===== config.mk =====
export PLATFORM = sky130hd
export DESIGN_NAME = two_layer_crossfade_sequencer
export DESIGN_NICKNAME = d
export VERILOG_FILES = /design/src/sv/tlcs_pkg.sv /design/src/sv/tlcs_ctrl.sv /design/src/sv/tlcs_dp.sv /design/src/sv/two_layer_crossfade_sequencer.sv
export SDC_FILE = /design/constraint.sdc
export NUM_CORES = 1
export LEC_CHECK = 0
export ABC_CLOCK_PERIOD_IN_PS = 5890
export BUFFER_PORTS_ARGS = -buffer_cell sky130_fd_sc_hd__buf_2
export CAP_MARGIN = 20
export CORE_MARGIN = 8
export CORE_UTILIZATION = 50
export CTS_BUF_LIST = sky130_fd_sc_hd__clkbuf_8
export CTS_CLUSTER_DIAMETER = 100
export DETAILED_ROUTE_END_ITERATION = 10
export HOLD_SLACK_MARGIN = 0.12
export PLACE_DENSITY = 0.67
export SYNTH_ARGS = -nofsm -noshare
export SYNTH_HDL_FRONTEND = slang
export SYNTH_SLANG_ARGS = --single-unit

===== constraint.sdc =====
create_clock -name i_clk -period 5.89 [get_ports i_clk]
set_clock_uncertainty 0.15 [all_clocks]
set_input_delay 0.8835 -clock i_clk [delete_from_list [all_inputs] [get_ports i_clk]]
set_output_delay 0.8835 -clock i_clk [all_outputs]
set_load 0.05 [all_outputs]

===== src/sv/tlcs_pkg.sv =====
// Shared types and constants of the two-layer crossfade sequencer.
// Used by the controller, the datapath and the top level; no dependencies.
`default_nettype none

package tlcs_pkg;

    localparam int unsigned MAX_IMAGES = 256;

    localparam int TIME_W    = 32;
    localparam int DUR_W     = 16;
    localparam int CNT_W     = 9;
    localparam int IMG_W     = 8;
    localparam int LEVEL_W   = 8;
    localparam int CFG_IDX_W = 8;
    localparam int STEP_W    = $clog2(LEVEL_W);

    localparam logic [LEVEL_W-1:0] LEVEL_MAX = 8'd255;

    localparam logic [DUR_W-1:0] FADE_DUR_RST    = 16'd500;
    localparam logic [DUR_W-1:0] SHOW_DUR_RST    = 16'd1000;
    localparam logic [CNT_W-1:0] IMAGE_COUNT_RST = 9'd1;

    typedef enum logic [1:0] {
        ACT_NONE   = 2'd0,
        ACT_BEGIN  = 2'd1,
        ACT_UPDATE = 2'd2,
        ACT_DONE   = 2'd3
    } t_action;

    typedef enum logic [CFG_IDX_W-1:0] {
        CFG_FADE_DUR    = 8'd0,
        CFG_SHOW_DUR    = 8'd1,
        CFG_IMAGE_COUNT = 8'd2,
        CFG_FIRST_START = 8'd3
    } t_cfg_index;

    typedef struct packed {
        logic latch_in;
        logic eval;
        logic prep;
        logic setup;
        logic div_step;
        logic load_out;
    } t_dp_cmd;

    typedef struct packed {
        logic needs_div;
        logic out_free;
    } t_dp_status;

endpackage

`default_nettype wire


===== src/sv/tlcs_ctrl.sv =====
// Sequencing controller of the crossfade sequencer: walks one request through
// evaluate, prepare, setup when a fade level is needed, eight divide steps and output load. Uses tlcs_pkg.
`default_nettype none

module tlcs_ctrl
    import tlcs_pkg::*;
(
    input  wire logic       i_clk,
    input  wire logic       i_rst_n,
    input  wire logic       i_in_valid,
    output logic            o_in_ready,
    input  wire t_dp_status i_status,
    output t_dp_cmd         o_cmd
);

    typedef enum logic [2:0] {
        S_IDLE,
        S_EVAL,
        S_PREP,
        S_SETUP,
        S_DIV,
        S_FIN
    } t_state;

    t_state              r_state, n_state;
    logic [STEP_W-1:0]   r_step, n_step;

    always_comb begin
        n_state = r_state;
        n_step  = r_step;
        unique case (r_state)
            S_IDLE: begin
                if (i_in_valid) begin
                    n_state = S_EVAL;
                end
            end
            S_EVAL: begin
                n_state = S_PREP;
            end
            S_PREP: begin
                // skip the divider when the tick neither starts nor runs a fade
                n_state = i_status.needs_div ? S_SETUP : S_FIN;
            end
            S_SETUP: begin
                n_state = S_DIV;
                n_step  = '0;
            end
            S_DIV: begin
                if (r_step == STEP_W'(LEVEL_W - 1)) begin
                    n_state = S_FIN;
                end else begin
                    n_step = r_step + STEP_W'(1);
                end
            end
            S_FIN: begin
                if (i_status.out_free) begin
                    n_state = S_IDLE;
                end
            end
            default: begin
                n_state = S_IDLE;
            end
        endcase
    end

    always_ff @(posedge i_clk) begin
        if (!i_rst_n) begin
            r_state <= S_IDLE;
            r_step  <= '0;
        end else begin
            r_state <= n_state;
            r_step  <= n_step;
        end
    end

    assign o_in_ready = (r_state == S_IDLE);

    always_comb begin
        o_cmd          = '0;
        o_cmd.latch_in = (r_state == S_IDLE) && i_in_valid;
        o_cmd.eval     = (r_state == S_EVAL);
        o_cmd.prep     = (r_state == S_PREP);
        o_cmd.setup    = (r_state == S_SETUP);
        o_cmd.div_step = (r_state == S_DIV);
        o_cmd.load_out = (r_state == S_FIN) && i_status.out_free;
    end

endmodule

`default_nettype wire


===== src/sv/tlcs_dp.sv =====
// Datapath of the crossfade sequencer: configuration and schedule registers,
// restoring fade-level divider and the output register. Uses tlcs_pkg.
`default_nettype none

module tlcs_dp
    import tlcs_pkg::*;
(
    input  wire logic                 i_clk,
    input  wire logic                 i_rst_n,
    input  wire t_dp_cmd              i_cmd,
    output t_dp_status                o_status,
    input  wire logic [TIME_W-1:0]    i_now_ms,
    input  wire logic                 i_cfg_fire,
    input  wire logic [CFG_IDX_W-1:0] i_cfg_index,
    input  wire logic [TIME_W-1:0]    i_cfg_data,
    output logic                      o_out_valid,
    input  wire logic                 i_out_ready,
    output logic [1:0]                o_action,
    output logic                      o_fade_layer,
    output logic [LEVEL_W-1:0]        o_fade_level,
    output logic [IMG_W-1:0]          o_assigned_image,
    output logic                      o_hidden_layer,
    output logic [1:0]                o_layers_up
);

    // configuration and schedule state
    logic [DUR_W-1:0]   r_fade_dur;
    logic [DUR_W-1:0]   r_show_dur;
    logic [CNT_W-1:0]   r_image_count;
    logic [TIME_W-1:0]  r_wait_start;
    logic [TIME_W-1:0]  r_fade_end;
    logic               r_incoming;
    logic [IMG_W-1:0]   r_image_counter;
    logic [1:0]         r_shown;

    // per-request working registers
    t_action            r_act;
    logic [TIME_W-1:0]  r_now;
    logic               r_flayer;
    logic [IMG_W-1:0]   r_img;
    logic               r_hidden;
    logic [TIME_W-1:0]  r_elapsed;
    logic [TIME_W-1:0]  r_span;
    logic [TIME_W-1:0]  r_rem;
    logic [LEVEL_W-1:0] r_dlow;
    logic [LEVEL_W-1:0] r_quot;
    logic               r_sat;

    // output register
    logic               r_out_valid;
    t_action            r_out_action;
    logic               r_out_flayer;
    logic [LEVEL_W-1:0] r_out_level;
    logic [IMG_W-1:0]   r_out_img;
    logic               r_out_hidden;
    logic [1:0]         r_out_up;

    logic                      w_due;
    logic [TIME_W-1:0]         w_fade_end_new;
    logic [TIME_W-1:0]         w_resume;
    logic [CNT_W-1:0]          w_next;
    logic                      w_wrap;
    logic [TIME_W+LEVEL_W-1:0] w_scaled;
    logic [TIME_W:0]           w_trial;
    logic [TIME_W:0]           w_diff;
    logic                      w_ge;
    logic                      w_has_level;

    assign w_due          = (r_wait_start != '0) && (r_now >= r_wait_start);
    assign w_fade_end_new = r_wait_start + {{(TIME_W-DUR_W){1'b0}}, r_fade_dur};
    assign w_resume       = r_now + {{(TIME_W-DUR_W){1'b0}}, r_show_dur};
    assign w_next         = {1'b0, r_image_counter} + CNT_W'(1);
    assign w_wrap         = (w_next >= r_image_count)
                         || ({{(32-CNT_W){1'b0}}, w_next} >= MAX_IMAGES)
                         || (w_next > CNT_W'(255));

    // 255 * elapsed as (elapsed << 8) - elapsed
    assign w_scaled = {r_elapsed, {LEVEL_W{1'b0}}} - {{LEVEL_W{1'b0}}, r_elapsed};

    // one restoring step: the remainder stays below the span
    assign w_trial = {r_rem, r_dlow[LEVEL_W-1]};
    assign w_ge    = (w_trial >= {1'b0, r_span});
    assign w_diff  = w_trial - {1'b0, r_span};

    assign w_has_level = (r_act == ACT_BEGIN) || (r_act == ACT_UPDATE);

    always_ff @(posedge i_clk) begin
        if (!i_rst_n) begin
            r_fade_dur      <= FADE_DUR_RST;
            r_show_dur      <= SHOW_DUR_RST;
            r_image_count   <= IMAGE_COUNT_RST;
            r_wait_start    <= '0;
            r_fade_end      <= '0;
            r_incoming      <= 1'b0;
            r_image_counter <= '0;
            r_shown         <= '0;
            r_act           <= ACT_NONE;
            r_out_valid     <= 1'b0;
        end else begin
            if (i_cfg_fire) begin
                case (i_cfg_index)
                    CFG_FADE_DUR:    r_fade_dur    <= i_cfg_data[DUR_W-1:0];
                    CFG_SHOW_DUR:    r_show_dur    <= i_cfg_data[DUR_W-1:0];
                    CFG_IMAGE_COUNT: r_image_count <= i_cfg_data[CNT_W-1:0];
                    CFG_FIRST_START: r_wait_start  <= i_cfg_data;
                    default: ;
                endcase
            end

            if (i_cmd.eval) begin
                r_act <= ACT_NONE;
                if (w_due) begin
                    if (r_fade_end == '0) begin
                        // fade begins: hand the next image to the incoming layer
                        r_act              <= ACT_BEGIN;
                        r_fade_end         <= w_fade_end_new;
                        r_image_counter    <= w_wrap ? '0 : w_next[IMG_W-1:0];
                        r_shown[r_incoming] <= 1'b1;
                    end else if (r_now > r_fade_end) begin
                        // fade done: schedule the next start and swap layers
                        r_act               <= ACT_DONE;
                        r_wait_start        <= w_resume;
                        r_fade_end          <= '0;
                        r_incoming          <= ~r_incoming;
                        r_shown[~r_incoming] <= 1'b0;
                    end else begin
                        r_act <= ACT_UPDATE;
                    end
                end
            end

            if (i_cmd.load_out) begin
                r_out_valid <= 1'b1;
            end else if (i_out_ready) begin
                r_out_valid <= 1'b0;
            end
        end
    end

    always_ff @(posedge i_clk) begin
        if (i_cmd.latch_in) begin
            r_now <= i_now_ms;
        end

        if (i_cmd.eval) begin
            r_flayer <= w_due && r_incoming;
            r_img    <= (w_due && (r_fade_end == '0)) ? r_image_counter : '0;
            r_hidden <= w_due && (r_fade_end != '0) && (r_now > r_fade_end) && !r_incoming;
        end

        if (i_cmd.prep) begin
            r_elapsed <= r_now - r_wait_start;
            r_span    <= r_fade_end - r_wait_start;
        end

        if (i_cmd.setup) begin
            // elapsed at or past the span saturates the level at zero
            r_sat  <= (r_span == '0) || (r_elapsed >= r_span);
            r_rem  <= w_scaled[TIME_W+LEVEL_W-1:LEVEL_W];
            r_dlow <= w_scaled[LEVEL_W-1:0];
            r_quot <= '0;
        end

        if (i_cmd.div_step) begin
            r_rem  <= w_ge ? w_diff[TIME_W-1:0] : w_trial[TIME_W-1:0];
            r_quot <= {r_quot[LEVEL_W-2:0], w_ge};
            r_dlow <= {r_dlow[LEVEL_W-2:0], 1'b0};
        end

        if (i_cmd.load_out) begin
            r_out_action <= r_act;
            r_out_flayer <= r_flayer;
            r_out_level  <= (w_has_level && !r_sat) ? (LEVEL_MAX - r_quot) : '0;
            r_out_img    <= r_img;
            r_out_hidden <= r_hidden;
            r_out_up     <= r_shown;
        end
    end

    assign o_status.needs_div = w_has_level;
    assign o_status.out_free  = !r_out_valid || i_out_ready;

    assign o_out_valid      = r_out_valid;
    assign o_action         = r_out_action;
    assign o_fade_layer     = r_out_flayer;
    assign o_fade_level     = r_out_level;
    assign o_assigned_image = r_out_img;
    assign o_hidden_layer   = r_out_hidden;
    assign o_layers_up      = r_out_up;

endmodule

`default_nettype wire


===== src/sv/two_layer_crossfade_sequencer.sv =====
// Top level of the two-layer crossfade sequencer.
// Depends on tlcs_pkg, tlcs_ctrl and tlcs_dp.
//   Input channel (i_in_valid / o_in_ready) carries one timer tick, i_now_ms.
//   Every accepted request yields exactly one result on the output channel
//   (o_out_valid / i_out_ready): action, fade layer and level, assigned
//   image, hidden layer and the shown-layer mask after the tick.
//   Config channel (i_cfg_valid / o_cfg_ready) is always ready; index 0 fade
//   duration, 1 show duration, 2 image count, 3 first start (loads the wait
//   start). Other indexes are dropped. Write only while no request is open.
// Sequence:
//   A tick that starts or runs a fade passes evaluate, prepare, setup, the
//   divide steps and output load; the fade level comes from an 8-step
//   restoring divider, one quotient bit per cycle. Other ticks go from
//   prepare straight to output load. The next tick is taken while a result
//   still waits in the output register.
// Reset and stall:
//   Synchronous active-low reset restores the configuration defaults and
//   idles the schedule (wait start 0). If the receiver stalls, the finished
//   request holds in the output register and the controller waits before
//   loading the next result.
`default_nettype none

module two_layer_crossfade_sequencer
    import tlcs_pkg::*;
(
    input  wire logic                 i_clk,
    input  wire logic                 i_rst_n,
    input  wire logic                 i_in_valid,
    output logic                      o_in_ready,
    input  wire logic [TIME_W-1:0]    i_now_ms,
    output logic                      o_out_valid,
    input  wire logic                 i_out_ready,
    output logic [1:0]                o_action,
    output logic                      o_fade_layer,
    output logic [LEVEL_W-1:0]        o_fade_level,
    output logic [IMG_W-1:0]          o_assigned_image,
    output logic                      o_hidden_layer,
    output logic [1:0]                o_layers_up,
    input  wire logic                 i_cfg_valid,
    output logic                      o_cfg_ready,
    input  wire logic [CFG_IDX_W-1:0] i_cfg_index,
    input  wire logic [TIME_W-1:0]    i_cfg_data
);

    t_dp_cmd    w_cmd;
    t_dp_status w_status;

    assign o_cfg_ready = 1'b1;

    tlcs_ctrl u_ctrl (
        .i_clk      (i_clk),
        .i_rst_n    (i_rst_n),
        .i_in_valid (i_in_valid),
        .o_in_ready (o_in_ready),
        .i_status   (w_status),
        .o_cmd      (w_cmd)
    );

    tlcs_dp u_dp (
        .i_clk            (i_clk),
        .i_rst_n          (i_rst_n),
        .i_cmd            (w_cmd),
        .o_status         (w_status),
        .i_now_ms         (i_now_ms),
        .i_cfg_fire       (i_cfg_valid && o_cfg_ready),
        .i_cfg_index      (i_cfg_index),
        .i_cfg_data       (i_cfg_data),
        .o_out_valid      (o_out_valid),
        .i_out_ready      (i_out_ready),
        .o_action         (o_action),
        .o_fade_layer     (o_fade_layer),
        .o_fade_level     (o_fade_level),
        .o_assigned_image (o_assigned_image),
        .o_hidden_layer   (o_hidden_layer),
        .o_layers_up      (o_layers_up)
    );

endmodule

`default_nettype wire


Word-level counts from Yosys, hierarchy flattened. Index checks and enable logic that the tools add are counted.

Input port bits: 77. Bits in registers: 302. Logic and storage cells: 139. Output and inout port bits: 25.

Equal/unequal tests: 15. Muxes and demuxes: 34. Add/sub/neg operators: 9. Magnitude comparators: 11. Bitwise operators: 5. Reductions and logical operators: 36.

Operator list (count): two-way mux 32 bit (11); subtractor 32 bit (3); adder 32 x 16 -> 32 bit (2); greater-or-equal comparator 32 bit (2); zero test 32 bit (2); nonzero test 32 bit (2); two-way mux 8 bit (5); subtractor 40 x 32 -> 40 bit (1); greater-or-equal comparator 33 x 32 -> 1 bit (1); > comparator 32 bit (1); case mux 3 bit (6 select lines) (1); equality test 8 x 2 -> 1 bit, second input constant (2); two-way mux 3 bit (5); logical AND 1 bit (11); adder 8 x 1 -> 9 bit, second input constant (1); equality test 3 bit, second input constant (3); greater-or-equal comparator 9 bit (1); greater-or-equal comparator 9 bit, second input constant (1); > comparator 9 x 8 -> 1 bit, second input constant (1); AND reduction 3 bit (3); equality test 8 x 1 -> 1 bit, second input constant (1); zero test 8 bit (1); two-way mux 2 bit (4); AND reduction 2 bit (4); 22 further kinds (41).

Depth between registers and ports, before layout. Gate-level depths: netlist of run 1.

Depth in word-level cells: 9. Gate-level depth with buffers: 14. Depth with buffers taken out: 12.

By module. A second synthesis of run 1 with hierarchy kept.

Cells, all modules: 2344. Area, all modules: 21476.8 um^2.

By module, submodules not included: tlcs_dp (instances 1, area each 21096.5 um^2, cells each 2300, seq. area each 7687.4 um^2); tlcs_ctrl (instances 1, area each 369.1 um^2, cells each 42, seq. area each 120.1 um^2); two_layer_crossfade_sequencer (instances 1, area each 11.3 um^2, cells each 2, seq. area each 0.0 um^2).

Worst setup path after synthesis of run 1. OpenSTA, ideal clock, no wires.

Path type: register to register. Start point: reg u_ctrl.r_state[1]. End point: reg u_dp.r_elapsed[0] (enable). Library setup time: 0.493 ns. Arrival time: 3.562 ns. Stages on the path, launching flop included: 4. Period minus slack after synthesis: 4.205 ns. Setup slack: 1.685 ns. Path buffers: 1. Data required time: 5.247 ns. Path through: dfxtp_1 -> clkbuf_1 -> nor2b_1 -> nor2b_1.

Longest elaborated chain between the ends: 1.

RTL lines: start, declared (RTL line tlcs_ctrl.sv:25) `t_state r_state, n_state;`; start signal, assigned (RTL line tlcs_ctrl.sv:71) `r_state <= n_state;`; equality test 3 x 2 -> 1 bit (RTL line tlcs_ctrl.sv:82) `o_cmd.prep = (r_state == S_PREP);`; end signal, assigned (RTL line tlcs_dp.sv:152) `r_elapsed <= r_now - r_wait_start;`; end, declared (RTL line tlcs_dp.sv:42) `logic [TIME_W-1:0] r_elapsed;`.

No other way between the ends. A chain may end at the register's enable or synchronous reset.

Worst setup path in the final report of run 1.
Start point: reg u_dp.r_span[1]. End point: reg u_dp.r_rem[10], data pin.

Longest elaborated chain between the ends: 3. Elaborated cells on any way between the ends: 4. Classes of those cells: add/sub (1); order compare (1); mux (2).

RTL lines: start, declared (RTL line tlcs_dp.sv:43) `logic [TIME_W-1:0] r_span;`; start signal, assigned (RTL line tlcs_dp.sv:153) `r_span <= r_fade_end - r_wait_start;`; subtractor 32 bit / greater-or-equal comparator 33 x 32 -> 1 bit (equally long branches) (RTL line tlcs_dp.sv:83, tlcs_dp.sv:82); two-way mux 32 bit * (RTL line tlcs_dp.sv:165) `r_rem <= w_ge ? w_diff[TIME_W-1:0] : w_trial[TIME_W-1:0];`; two-way mux 32 bit * (RTL line tlcs_dp.sv:164) `if (i_cmd.div_step) begin`; end signal, assigned (RTL line tlcs_dp.sv:159) `r_rem <= w_scaled[TIME_W+LEVEL_W-1:LEVEL_W];`; end signal, assigned (RTL line tlcs_dp.sv:165); end, declared (RTL line tlcs_dp.sv:44) `logic [TIME_W-1:0] r_rem;`.

Mark *: on every way between the ends. The rest lies on a longest branch, timed or not.

==> metrics.md, run 1 <==
| Metric | Value |
|---|---|
| Final instance area | about 24,000 sq um |
| Unrepaired setup endpoints after global routing | no |
| Mapped cell area | roughly 22,000 sq um |
| Commonest non-fill, non-tap cell in the layout | ha_1 |
| CTS tree | built |
| Worst endpoint data arrival time | around 4200 ps |
| I/O Buffers | 100 |
| Vias in the first global route | 17,900 |
| Setup_tns | 0 ps |
| Core area | ~43,000 sq um |
| Top FF cell, synth | edfxtp_1 |
| Hold path depth | 0 |
| Worst R2R End | u_dp.r_rem[10] |
| Fin nets | around 2,800 |
| Max VDD drop | ~0.00024 V |
| Slew headroom | 0.298 |
| Drt wl/cell | around 19 microns |
| Tot Pwr | a little over 8 mW |
| Remaining global-route overflow | 0 |
| Initial drt markers | between 1,000 and 1,500 |
| Synth Register Bits | 302 |
| Sequential cell area | 7810 sq um |
| Post-synth ARST share | 0 |
| Pre-CTS setup slack | between 1000 and 1500 ps |
| Worst r2r path cells | 12 |
| Routability cong. | approximately 0.93 |
| CTS resizes | 0 |
| Initial antenna violation count | 0 |
| Clock slew at reported path FFs | approximately 60 ps |
| Hold Path Origin | u_dp.r_flayer |
| Post-DP HPWL | around 47 mm |
| Final ANT Viol Nets | 0 |
| Reg power frac | 0.366 |
| Internal power | ~5 mW |
| Layout cells sized above 1 | 0.0883 |
| Non-Filler Instances | between 3,000 and 4,000 |
| Syn Nets | ~2,700 |
| Worst skew pair latency | approximately 610 ps |
| Max Slew Vio Count | 0 |
| Area of the die | about 50,000 sq um |
| Required @ worst endpoint | 6080 ps |
| Worst hold path endpoint | u_dp.o_fade_layer |
| Fill count | between 4,000 and 5,000 |
| Largest net degree at the start of global routing | 65 |
| Via count | around 18,000 |
| CTS sink cnt | approximately 300 |
| GRT Total Usage | 0.227 |
| Register area share after synthesis | 0.360 |
| Crit path time final | between 4000 and 5000 ps |
| DRC | 0 |
| IO Pins | approximately 100 |
| Initial DRT Pass Iterations | 5 |
| Hold_buf cts | 0 |
| Antenna cells | 0 |
| YS warnings | 0 |
| Slew at the pin with the worst max-slew slack | between 1000 and 1500 ps |
| Sw Pwr | approximately 3.2 mW |
| Mean Syn Cell Area | around 9.0 sq um |
| Pwr dens | between 300 and 400 nW/um^2 |
| Fin crit share | 0.680 |
| Vias per cell | about 5.8 |
| Root buffer cell | clkbuf_8 |
| # Post-CTS Setup Buffers | 0 |
| Post-synth EDFFs | 176 |
| Crit Path Class | reg2reg |
| Max Cap Viol | 0 |
| TritonCTS Buffers | slightly above 50 |
| Die Ht | 224 microns |
| Worst Hold Class | reg2reg |
| # setup viols final | 0 |
| Placement Rows | 76 |
| Comb pwr share | 0.417 |
| Fin. Hold Viols | 0 |
| Worst setup margin | roughly 1900 ps |
| Die width | between 200 and 250 microns |
| Most frequent cells in the layout | 229 x ha_1, 228 x nand2_1, 213 x a21oi_1, 201 x inv_1, 176 x edfxtp_1 |
| Critical Path End Type | register |
| Worst R2R Setup Slack | approximately 1900 ps |
| Multi-input logic area | between 10,000 and 15,000 sq um |
| CP Launch Type | register |
| Unique cell type count in the Yosys netlist | between 80 and 90 |
| CP max FO | 44 |
| Status | finished clean |
| Dpl cell area | 22,700 sq um |
| FF-to-FF Start | u_dp.r_span[1] |
| Power share of the clock group | 0.218 |
| Post-Syn Instances | about 2,400 |
| DP Cell Count | roughly 3,000 |
| Max Freq | approximately 0.25 GHz |
| Final WL | around 59 mm |
| Initial Util | 0.505 |
| Clock H-tree levels | 2 |
| Sw frac | 0.391 |
| Max Buffers Root-to-Sink | 3 |
| Area Growth Syn to Fin | 9.43% |
| Static Leak | between 10 and 15 nW |
| First-pass GRT wire length | 92.8 mm |
stage by stage:
stage / hold WS, ps / util
final: 262 / 0.552
after global routing: 275 / 0.552
after CTS: 262 / 0.551
after detailed placement: 256 / 0.528
after global placement: 252 / 0.528
after floorplan: 250 / -
critical path, cell delays in order (launching register included):
cell	delay, ps
edfxtp_1	500
inv_1	170
ha_1	260
nor2b_1	150
o31a_1	280
o211a_1	290
o21a_1	300
a211o_1	340
a21oi_4	300
buf_4	450
mux2i_1	240
nor2_1	70
a31o_2	230
power groups by stage:
| stage | clock network (mW) | logic [mW] | registers (mW) |
|---|---|---|---|
| 2_1_floorplan | 0 | 2.59 | 3.03 |
| 3_3_place_gp | 0 | 3.32 | 3.06 |
| 3_5_place_dp | 0 | 3.38 | 3.08 |
| 4_1_cts | 1.85 | 3.41 | 3.04 |
| 5_1_grt | 1.94 | 3.84 | 3.07 |
| 6_report | 1.81 | 3.46 | 3.03 |
metal layers:
| layer | track usage | part of all wire |
|---|---|---|
| met1 | 0.293 | 0.45 |
| met2 | 0.386 | 0.47 |
| met3 | 0.0262 | 0.045 |
| met4 | 0.0909 | 0.039 |
| met5 | 0 | 0 |
cells by family after synthesis:
logic type / synth area share
flops: 0.360
compound gates: 0.213
simple gates: 0.163
xor+xnor: 0.0707
buf+inv: 0.0471
fa+ha+maj: 0.137
mux: 0.00975
other cells: 0.000173
Yosys cell counts, drive strengths merged (63+ instances only):
| library cell | n | share of area |
|---|---|---|
| a21o | 99 | 0.034 |
| nand2 | 230 | 0.040 |
| inv | 187 | 0.032 |
| xor2 | 68 | 0.027 |
| edfxtp | 176 | 0.24 |
| dfxtp | 126 | 0.12 |
| nor2 | 160 | 0.028 |
| o21ai | 90 | 0.021 |
| a21oi | 214 | 0.050 |
| nand3 | 63 | 0.015 |
| xnor2 | 107 | 0.043 |
| ha | 229 | 0.13 |
worst max-delay path by stage:
stage	depth (start not counted)	end	slack, ps	start
floorplan	3	u_dp.r_elapsed[0]	1690	u_ctrl.r_state[1]
global placement	11	u_dp.r_wait_start[7]	1410	u_dp.r_now[6]
detailed placement	12	u_dp.r_wait_start[7]	1370	u_dp.r_now[1]
CTS	12	u_dp.r_wait_start[7]	1360	u_dp.r_now[1]
global route	13	u_dp.r_wait_start[12]	1570	u_dp.r_wait_start[11]
finish	12	u_dp.r_rem[10]	1880	u_dp.r_span[1]
cell type report:
cell class | count | share of cell area
clock buffers | 58 | 0.0336
clock inverters | 36 | 0.00780
inverters | 188 | 0.0297
multi-input cells | 1842 | 0.543
flip-flops and latches | 302 | 0.329
well taps | 585 | 0.0308
repair buffers | 111 | 0.0259
registers in the layout, indices dropped and copies added (netlist names), 9 cells and up:
signal	flops
u_dp.r_image_count	9
u_dp.r_now	32
u_dp.r_span	32
u_dp.r_fade_end	32
u_dp.r_rem	32
u_dp.r_fade_dur	16
u_dp.r_elapsed	32
u_dp.r_show_dur	16
u_dp.r_wait_start	32
(Power assumes the default switching activity.)
==> run 2: changes to the inputs <==
- ABC_CLOCK_PERIOD_IN_PS: 5890 -> 3250
- PLACE_DENSITY: 0.67 -> 0.7
- clock period: 5.89 -> 3.25 ns (I/O delays scaled with it)
==> run 2 against run 1 <==
The flow now finishes with violations (setup timing). Total power rose by 110%. Clock-buffer cell count is 4 lower. Die area stayed put. Critical endpoint unchanged. Largest cell class unchanged. Highest routed layer unchanged.
==> metrics.md, run 2 (synthesis results as in run 1) <==
| Metric | Value |
|---|---|
| Status | finished with violations |
| Failing checks | setup timing |
| Post-DP HPWL | 49.1 mm (+5.4%) |
| Static Leak | 12.1 nW (+20%) |
| Worst path max stage delay | 460 ps (-40 ps) |
| Area Growth Syn to Fin | 29.1% |
| Critical path buffer and inverter count | 1 (-1) |
| Critical Path End Type | register |
| CTS sink cnt | 302 (unchanged) |
| Fin crit share | 1.01 (+0.335) |
| Max Buffers Root-to-Sink | 3 (unchanged) |
| Initial drt markers | 1,446 (+6.0%) |
| # setup viols final | 6 (+6) |
| Worst Hold Class | in2reg |
| Slowest cell on crit path | edfxtp_1 |
| Via count | 20,200 (+11%) |
| TritonCTS Buffers | 50 (-2.0%) |
| Antenna cells | 0 (unchanged) |
| Fill count | 3,497 (-13%) |
| Sequential cell area | 7810 sq um (about the same) |
| Unrepaired setup endpoints after global routing | yes |
| GRT Total Usage | 0.254 (+0.0265) |
| Max VDD drop | 0.000422 V (+79%) |
| Final ANT Viol Nets | 0 (unchanged) |
| Drt wl/cell | 19.0 microns (+0.56%) |
| Slew headroom | 0.507 (+0.209) |
| Vias per cell | 5.75 (-1.3%) |
| Final WL | 66.7 mm (+13%) |
| First-pass GRT wire length | 104 mm (+12%) |
| Worst setup margin | -48.5 ps (-1930 ps) |
| Initial DRT Pass Iterations | 5 (unchanged) |
| Worst R2R Setup Slack | -50 ps (-1930 ps) |
| Worst r2r path cells | 11 (-1) |
| Hold path depth | 4 (+4) |
| Max Freq | 0.303 GHz (+21%) |
| Crit-path cells | inv_1, ha_1, a21o_1, a31o_2, a31oi_2, a21boi_0, o21ai_0, a21boi_0, o21a_1, or3_1, a31o_2 |
| Core area | 43,000 sq um (unchanged) |
| Pwr dens | 610 nW/um^2 (+75%) |
| Largest net degree at the start of global routing | 56 (-14%) |
| Slew at the pin with the worst max-slew slack | 739 ps (-308 ps) |
| Remaining global-route overflow | 0 (unchanged) |
| Pre-CTS setup slack | -418 ps (-1780 ps) |
| Vias in the first global route | 20,300 (+13%) |
| Clock slew at reported path FFs | 70 ps (about the same) |
| Worst R2R End | u_dp.r_rem[10] |
| Crit path time final | 3300 ps (-707 ps) |
| Worst hold path endpoint | u_dp.r_wait_start[24] |
| IO Pins | 102 (unchanged) |
| Worst endpoint data arrival time | 3500 ps (-700 ps) |
| Fin nets | 3,202 (+14%) |
| Hold Path Origin | i_cfg_data[24] |
| Die Ht | 224 microns (unchanged) |
| CP Launch Type | register |
| Worst skew pair latency | 620 ps (about the same) |
| Fin. Hold Viols | 0 (unchanged) |
| Initial antenna violation count | 0 (unchanged) |
| Max Slew Vio Count | 0 (unchanged) |
| Placement Rows | 76 (unchanged) |
| Initial Util | 0.505 (unchanged) |
| Die width | 224 microns (unchanged) |
| Commonest non-fill, non-tap cell in the layout | buf_4 |
| Required @ worst endpoint | 3450 ps (-2630 ps) |
| Layout cells sized above 1 | 0.239 (+0.151) |
| DRC | 0 (unchanged) |
| Routability cong. | 0.894 (-3.8%) |
| FF-to-FF Start | u_dp.r_elapsed[10] |
| I/O Buffers | 100 (unchanged) |
| Clock H-tree levels | 2 (unchanged) |
| CP max FO | 4 (-91%) |
| Tot Pwr | 17.1 mW (+110%) |
| Crit Path Class | reg2reg |
| Worst path top cell family by delay | compound AO/OA/AOI/OAI gates |
| Root buffer cell | clkbuf_8 |
| Most frequent cells in the layout | 315 x buf_4, 227 x nand2_1, 203 x ha_1, 191 x inv_1, 187 x a21oi_1 |
| Max Cap Viol | 0 (unchanged) |
| Area of the die | 50,300 sq um (unchanged) |
| CTS tree | built |
| Multi-input logic area | 13,800 sq um (+7.0%) |
[run 2: changes by cell type in the layout (fill, tap and decap cells not counted), sizes merged, moves of 3 or more]
cell	before	now
bufinv	1	4
dlygate4sd3	0	60
clkbuf	59	54
buf	110	446
[run 2: worst max path at each step]
stage	from	to	slack, ps	cells past startpoint
floorplan	u_dp.r_rem[9]	u_dp.r_rem[31]	70	11
global placement	u_dp.r_wait_start[0]	u_dp.r_fade_end[0]	-380	11
detailed placement	u_dp.r_wait_start[0]	u_dp.r_fade_end[0]	-420	11
CTS	u_dp.r_span[1]	u_dp.r_rem[6]	-80	12
global route	u_dp.r_fade_end[0]	u_dp.r_span[30]	-160	14
finish	u_dp.r_elapsed[10]	u_dp.r_rem[10]	-50	11
[run 2: tightest hold or removal path, cell delays in order]
cell and delay [ps]:
buf_2 100, nand2_1 60, o211ai_1 90, o211a_1 140
[run 2: metrics by stage]
step / util / instances / area [sq um] / TNS [ps] / hold WS (ps)
after CTS: 0.635 / 3488 / 27300 / -161 / 124
after detailed placement: 0.578 / 3300 / 24800 / -26210 / 255
after floorplan: - / 2408 / 21700 / 0 / 250
after global routing: 0.652 / 3515 / 28000 / -1720 / 161
final: 0.652 / 3515 / 28000 / -121 / 148
after global placement: 0.578 / 3300 / 24800 / -23000 / 252
[run 2: what timing repair did]
action	4_1_cts	5_1_grt
pin swaps	38	68
cloned	7	0
buffers inserted	31	36
endpoints found under the hold margin	87	0
resized for setup	93	128
setup endpoints to repair	126	126
hold buffers	60	0
[run 2: layout make-up]
cell class / instances / share of cell area
Inverter: 188 / 0.0253
Clock inverter: 37 / 0.00943
Sequential cell: 302 / 0.279
Clock buffer: 54 / 0.0265
Timing Repair Buffer: 506 / 0.141
Tap cell: 585 / 0.0261
Multi-Input combinational cell: 1843 / 0.492
[run 2: power breakdown]
group          switching, mW  total [mW]  internal (mW)
combinational           4.55        8.21           3.66
clock                   1.56        3.41           1.85
sequential             0.467        5.47           5.00
total                   6.58        17.1           10.5
[run 2: routing by layer]
| layer | vias up | routed length, microns | GRT usage |
|---|---|---|---|
| met5 | - | 0 | 0 |
| met2 | 665 | 32100 | 0.441 |
| met4 | 0 | 3290 | 0.119 |
| li1 | 9812 | - | - |
| met1 | 9556 | 27800 | 0.312 |
| met3 | 170 | 3550 | 0.0305 |
